==> config.mk <==
export PLATFORM = sky130hd
export DESIGN_NAME = ieu_ctrl
export DESIGN_NICKNAME = d
export VERILOG_FILES = /design/src/sv/ieu_pkg.sv /design/src/sv/ieu_ctrl.sv
export SDC_FILE = /design/constraint.sdc
export NUM_CORES = 1
export LEC_CHECK = 0
export BUFFER_PORTS_ARGS = -buffer_cell sky130_fd_sc_hd__buf_2
export CORE_UTILIZATION = 47
export DETAILED_ROUTE_END_ITERATION = 16
export PLACE_DENSITY = 0.76
export SYNTH_ARGS = -nofsm -noshare
export SYNTH_HDL_FRONTEND = slang
export SYNTH_SLANG_ARGS = --single-unit
==> constraint.sdc <==
create_clock -name clk -period 2.7 [get_ports clk]
set_clock_uncertainty 0.15 [all_clocks]
set_input_delay 0.405 -clock clk [delete_from_list [all_inputs] [get_ports clk]]
set_output_delay 0.405 -clock clk [all_outputs]
set_load 0.03 [all_outputs]
==> src/sv/ieu_pkg.sv <==
// Package for the incremental entropy update block: payload structs,
// controller/datapath command and status types, constants. No dependencies.
`timescale 1ns / 1ps
`default_nettype none
package ieu_pkg;
    localparam int NUM_TASKS_DEF  = 32;
    localparam int COUNT_BITS_DEF = 32;
    localparam int FRAC_BITS_DEF  = 16;
    localparam int ENT_W          = 22;
    localparam int TOT_W          = 32;
    localparam int IDX_W          = 5;
    localparam int ADD_W          = 16;
    localparam logic [ENT_W-1:0] ENT_MAX = '1;

    typedef struct packed {
        logic [IDX_W-1:0] task_index;
        logic [ADD_W-1:0] added_count;
        logic             first_of_set;
    } in_item_t;

    typedef struct packed {
        logic [ENT_W-1:0] entropy_bits;
        logic [TOT_W-1:0] new_total;
        logic             saturated;
    } out_item_t;

    typedef enum logic [3:0] {
        ST_INIT, ST_IDLE, ST_CLEAR, ST_READ, ST_SUM, ST_LOG, ST_MUL, ST_ACC,
        ST_DSTART, ST_DIV, ST_FIN
    } state_t;

    // log operand select
    typedef enum logic [1:0] {LS_N, LS_NN, LS_G, LS_F} lsel_t;
    // product select
    typedef enum logic [1:0] {MS_LN, MS_TG, MS_HN, MS_TF} msel_t;

    typedef struct packed {
        logic  load;
        logic  clr_step;
        logic  read;
        logic  sum;
        logic  log_start;
        lsel_t lsel;
        logic  mul;
        msel_t msel;
        logic  acc;
        logic  div_start;
        logic  fin;
        logic  commit;
    } cmd_t;

    typedef struct packed {
        logic clr_done;
        logic n_zero;
        logic log_done;
        logic div_done;
    } sts_t;
endpackage
`default_nettype wire

==> src/sv/ieu_ctrl.sv <==
// Controller for the incremental entropy update block.
// Sequences clear, read, log2, products, division and result. Uses ieu_pkg.
`timescale 1ns / 1ps
`default_nettype none
module ieu_ctrl (
    input  wire                clk,
    input  wire                rst_n,
    input  wire                in_valid,
    input  wire                first_of_set,
    output logic               in_ready,
    output logic               out_valid,
    input  wire                out_ready,
    output ieu_pkg::cmd_t      cmd,
    input  ieu_pkg::sts_t      sts
);
    import ieu_pkg::*;

    state_t state_reg, state_next;
    logic [1:0] step_reg, step_next;
    logic out_full_reg, out_full_next;

    always_ff @(posedge clk or negedge rst_n)
    begin
        if (!rst_n)
        begin
            state_reg    <= ST_INIT;
            step_reg     <= '0;
            out_full_reg <= 1'b0;
        end
        else
        begin
            state_reg    <= state_next;
            step_reg     <= step_next;
            out_full_reg <= out_full_next;
        end
    end

    always_comb
    begin
        state_next    = state_reg;
        step_next     = step_reg;
        out_full_next = out_full_reg;
        if (out_full_reg && out_ready)
            out_full_next = 1'b0;
        cmd        = '0;
        cmd.lsel   = lsel_t'(step_reg);
        cmd.msel   = msel_t'(step_reg);
        in_ready   = 1'b0;
        out_valid  = out_full_reg;
        unique case (state_reg)
            ST_INIT:
            begin
                cmd.clr_step = 1'b1;
                if (sts.clr_done)
                    state_next = ST_IDLE;
            end
            ST_IDLE:
            begin
                in_ready = 1'b1;
                if (in_valid)
                begin
                    cmd.load   = 1'b1;
                    state_next = first_of_set ? ST_CLEAR : ST_READ;
                end
            end
            ST_CLEAR:
            begin
                cmd.clr_step = 1'b1;
                if (sts.clr_done)
                    state_next = ST_READ;
            end
            ST_READ:
            begin
                cmd.read   = 1'b1;
                state_next = ST_SUM;
            end
            ST_SUM:
            begin
                cmd.sum    = 1'b1;
                step_next  = '0;
                state_next = sts.n_zero ? ST_FIN : ST_LOG;
                cmd.log_start = !sts.n_zero;
                cmd.lsel   = LS_N;
            end
            ST_LOG:
            begin
                if (sts.log_done)
                begin
                    if (step_reg == 2'd1)
                    begin
                        cmd.log_start = 1'b1;
                        cmd.lsel      = LS_G;
                        step_next     = 2'd2;
                    end
                    else if (step_reg == 2'd3)
                    begin
                        step_next  = '0;
                        state_next = ST_MUL;
                    end
                    else
                    begin
                        cmd.log_start = 1'b1;
                        cmd.lsel      = lsel_t'(step_reg + 2'd1);
                        step_next     = step_reg + 2'd1;
                    end
                end
            end
            ST_MUL:
            begin
                cmd.mul    = 1'b1;
                state_next = ST_ACC;
            end
            ST_ACC:
            begin
                cmd.acc = 1'b1;
                if (step_reg == 2'd3)
                    state_next = ST_DSTART;
                else
                begin
                    step_next  = step_reg + 2'd1;
                    state_next = ST_MUL;
                end
            end
            ST_DSTART:
            begin
                cmd.div_start = 1'b1;
                state_next    = ST_DIV;
            end
            ST_DIV:
            begin
                if (sts.div_done)
                    state_next = ST_FIN;
            end
            ST_FIN:
            begin
                // wait for the result register to free up
                if (!out_full_reg || out_ready)
                begin
                    cmd.fin       = 1'b1;
                    cmd.commit    = 1'b1;
                    out_full_next = 1'b1;
                    state_next    = ST_IDLE;
                end
            end
            default: state_next = ST_IDLE;
        endcase
    end
endmodule
`default_nettype wire

; ---- Word-level counts from Yosys, hierarchy flattened
; Index checks and enable logic that the tools add are counted.
[totals]
ff_bits = 7
inputBits = 9
out_inout_bits = 16
word_cells = 69
[op_classes]
add_sub_neg = 1
n_eq_ne = 21
muxes = 35
reduce_logical = 9
[op_table]
columns = cell, count
row1 = one-hot mux 4 bit (11 select lines), 1
row2 = 2-to-1 mux 4 bit, 10
row3 = inequality test 2 bit (second input constant), 9
row4 = == test 4 x 3 -> 1 bit (second input constant), 4
row5 = 2-to-1 mux 1 bit, 13
row6 = == test 4 bit (second input constant), 3
row7 = 2-to-1 mux 2 bit, 6
row8 = 2-to-1 mux 3 bit, 3
row9 = == test 4 x 2 -> 1 bit (second input constant), 2
row10 = AND reduction 8 bit, 1
row11 = one-hot mux 2 bit (3 select lines), 1
row12 = one-hot mux 3 bit (2 select lines), 1
row13 = == test 4 x 1 -> 1 bit (second input constant), 1
row14 = logical NOT 4 bit, 1
row15 = AND reduction 3 bit, 1
row16 = nonzero test 3 bit, 1
row17 = adder 2 x 1 -> 2 bit (second input constant), 1
row18 = == test 2 x 1 -> 1 bit (second input constant), 1
row19 = == test 2 bit (second input constant), 1
row20 = logical NOT 1 bit, 2
row21 = OR reduction 2 bit, 1
row22 = logical AND 1 bit, 1
row23 = logical OR 1 bit, 1

; ---- Logic depth before layout (Yosys ltp)
[depth]
ltp_word = 5
depth_mapped = 6
depth_no_buf = 6

; ---- Least setup slack after synthesis
; OpenSTA, ideal clock, no wires.
[synth_path]
path_kind = reg-to-output
from = register state_reg[1]
to = output cmd[13] in the netlist's numbering
arrival_ns = 2.187
required_ns = 2.145
setup_slack_ns = -0.042
path_stages_with_launch = 5
path_buffers = 2
cell_sequence = dfrtp_1 -> clkbuf_1 -> clkbuf_1 -> nor4_1 -> and2_1
[synth_rtl]
columns = item, line
row1 = start: declaration, ieu_ctrl.sv:18  ; state_t state_reg, state_next;
row2 = start signal: assignment, ieu_ctrl.sv:32  ; state_reg <= state_next;
row3 = end: declaration, ieu_ctrl.sv:13  ; output ieu_pkg::cmd_t cmd,

==> results.sh <==
export IMPL_ys_top_cells_by_area="dfrtp_1 26%, ha_1 5.6%, mux2_4 4.5%"
export IMPL_gp_congestion=0.772
export IMPL_numCtsBuffers=3
export IMPL_synth_area_per_cell_um2=8.10
export IMPL_wl_um=1710
export IMPL_cp_num_buf_inv=2
export IMPL_largest_register_ffs=4
export IMPL_clockBufferDepth=2
export IMPL_slowest_delay_ps=600
export IMPL_p_leak_nw=0.390
export IMPL_power_frac_comb_pct=60.8
export IMPL_dieArea_mm2=0.00157
export IMPL_power_switching_share_pct=54.4
export IMPL_switchingPower_mw=0.461
export IMPL_worstMarginPinSlew_ps=553
export IMPL_peakVddDrop_mv=0.664
export IMPL_setup_tns_ps=0
export IMPL_slew_limit_headroom_pct=63.1
export IMPL_setup_slack_ps=143
export IMPL_ys_flop_type="dfrtp_1"
export IMPL_crit_type="reg2out"
export IMPL_num_rows=13
export IMPL_num_antenna_cells=0
export IMPL_drtIter0Drc=28
export IMPL_status="completed"
export IMPL_dp_hpwl_um=1180
export IMPL_finalMaxSlewViolations=0
export IMPL_synth_edf_count=0
export IMPL_yosysSeqAreaShare_pct=26.4
export IMPL_hold_violations=0
export IMPL_grt_overflow=0
export IMPL_synth_common_cells="7 x dfrtp_1, 7 x nor2_1, 6 x inv_1"
export IMPL_grt_pass1_wl_um=2530
export IMPL_grt_pass1_vias=552
export IMPL_ant_nets=0
export IMPL_holdWs_ps=311
export IMPL_postCtsSetupRepairBufs=0
export IMPL_cp_end_kind="output pin"
export IMPL_numPortBuffers=24
export IMPL_cp_cell_sequence="clkinv_1 -> nor4_2 -> and2_1 -> buf_2"
export IMPL_syn_to_final_growth_pct=20.7
export IMPL_drive_above_1_share_pct=31.1
export IMPL_viasPerCell=6.01
export IMPL_worst_ep_arrival_time_ps=2000
export IMPL_vias=709
export IMPL_num_fill_cells=136
export IMPL_yosysTopAreaCell="dfrtp_1"
export IMPL_synth_async_reset_ratio_pct=100
export IMPL_critPathTopFamily="buffers and inverters"
export IMPL_maxCapViolations=0
export IMPL_dpl_worst_slack_ps=424
export IMPL_p_int_mw=0.387
export IMPL_fin_crit_ps=2560
export IMPL_drc_errors=0
export IMPL_synth_area_um2=664
export IMPL_firstDrtPassIters=4
export IMPL_fin_crit_sh_pct=94.7
export IMPL_rsz0062_at_grt="no"
export IMPL_synth_warnings=0
export IMPL_yosysUniqueCellTypes=38
export IMPL_path_clk_slew_ps=60
export IMPL_power_density_mw_per_mm2=1060
export IMPL_coreArea_mm2=0.00130
export IMPL_critPathLaunchType="flip-flop"
export IMPL_setup_viol=0
export IMPL_cts_root_buffer="clkbuf_4"
export IMPL_clkPwrFrac_pct=12.0
export IMPL_start_util_pct=51.1
export IMPL_cts_sinks=7
export IMPL_synthDominantCellAreaShare_pct=26.4
export IMPL_cts_tree="built"
export IMPL_die_x_um=39.6
export IMPL_wl_per_cell_um=14.5
export IMPL_max_freq_mhz=391
export IMPL_io_pins=25
export IMPL_slowest_stage="dfrtp_1"
export IMPL_syn_num_nets=94
export IMPL_nets=116
export IMPL_grt_start_max_net_pins=18
export IMPL_grt_use_total_pct=24.8
export IMPL_ys_ff_latch=7
export IMPL_worst_skew_pair_late_latency_ps=260
export IMPL_critPathMaxFanout=13
export IMPL_dieHeight_um=39.6
export IMPL_htree_levels=1
export IMPL_antenna_found_initial=0
export IMPL_power_frac_seq_pct=27.2
export IMPL_syn_inst=82
export IMPL_critPathRequiredTime_ps=2140
export IMPL_hp_class="in2reg"
[metrics by stage]
step | utilization [%] | instance area (µm²) | total power, mW | cells
2_1_floorplan | - | 671 | 0.633 | 82
3_3_place_gp | 58.8 | 766 | 0.721 | 113
3_5_place_dp | 58.8 | 766 | 0.735 | 113
4_1_cts | 61.6 | 802 | 0.842 | 118
5_1_grt | 61.6 | 802 | 0.897 | 118
6_report | 61.6 | 802 | 0.848 | 118
[final cells by class]
class	count	area [µm²]	area share [%]
clock buffer	4	26.3	3.28
inverter	7	26.3	3.28
multi-input combinational	60	425	53.0
sequential	7	175	21.8
tap	15	18.8	2.34
timing repair buffer	25	130	16.2
[worst paths after layout]
| check | from | to | slack [ps] | cells after the start |
|---|---|---|---|---|
| max | state_reg[0] | cmd[13] | 140 | 4 |
| max in group asynchronous | rst_n | out_valid | 1880 | 2 |
| min | out_ready | out_valid | 310 | 3 |
| max reg2reg | state_reg[0] | state_reg[1] | 330 | 4 |
| min in group asynchronous | rst_n | state_reg[2] | 360 | 2 |
| min reg2reg | step_reg[1] | step_reg[1] | 450 | 2 |
[worst reg2reg max path, cell delays in order (launching register included)]
cell and delay, ps:
dfrtp_1 600, clkinv_1 430, or4_4 630, o211ai_2 120, mux2_4 330
[layer usage]
layer / global-route usage, % / part of all wire (%) / vias up
li1: - / - / 341
met4: 7.76 / 0.82 / 0
met2: 38.5 / 50 / 35
met3: 8.52 / 7.2 / 2
met1: 31.6 / 42 / 331
met5: 0 / 0 / -
[power by group through the flow]
stage / registers (mW) / clock network (mW) / logic [mW]
floorplan: 0.185 / 0 / 0.448
global placement: 0.224 / 0 / 0.497
detailed placement: 0.227 / 0 / 0.507
CTS: 0.227 / 0.102 / 0.512
global route: 0.238 / 0.105 / 0.554
finish: 0.231 / 0.102 / 0.516
[placed cells by master (no fill, tap or decap), drive strengths merged]
master       instances
buf                 24
nor2                 7
dfrtp                7
inv                  6
nand2                5
nor3                 4
nor2b                4
clkbuf               4
o31ai                3
o22a                 3
ha                   3
o21ai                3
mux2                 3
nand2b               2
nor3b                2
a31oi                2
a21oi                2
nor4                 2
clkinv               1
o22ai                1
a22o                 1
and3                 1
nand3                1
and2                 1
o41ai                1
a2111oi              1
a211oi               1
a41oi                1
and3b                1
or4                  1
o211ai               1
o2111ai              1
o21a                 1
o32ai                1
dlygate4sd3          1
[logic make-up after synthesis]
family | count (synthesis) | synth area share, %
simple gates | 31 | 25.2
compound gates | 23 | 26.0
buf+inv | 15 | 10.5
flops | 7 | 26.4
mux | 3 | 6.21
fa+ha+maj | 3 | 5.65
[repair_timing]
action	4_1_cts	5_1_grt
hold buffers	1	0
resized for setup	0	0
hold endpoints to repair	7	0
Note: power is estimated with default switching activity, not from simulation.
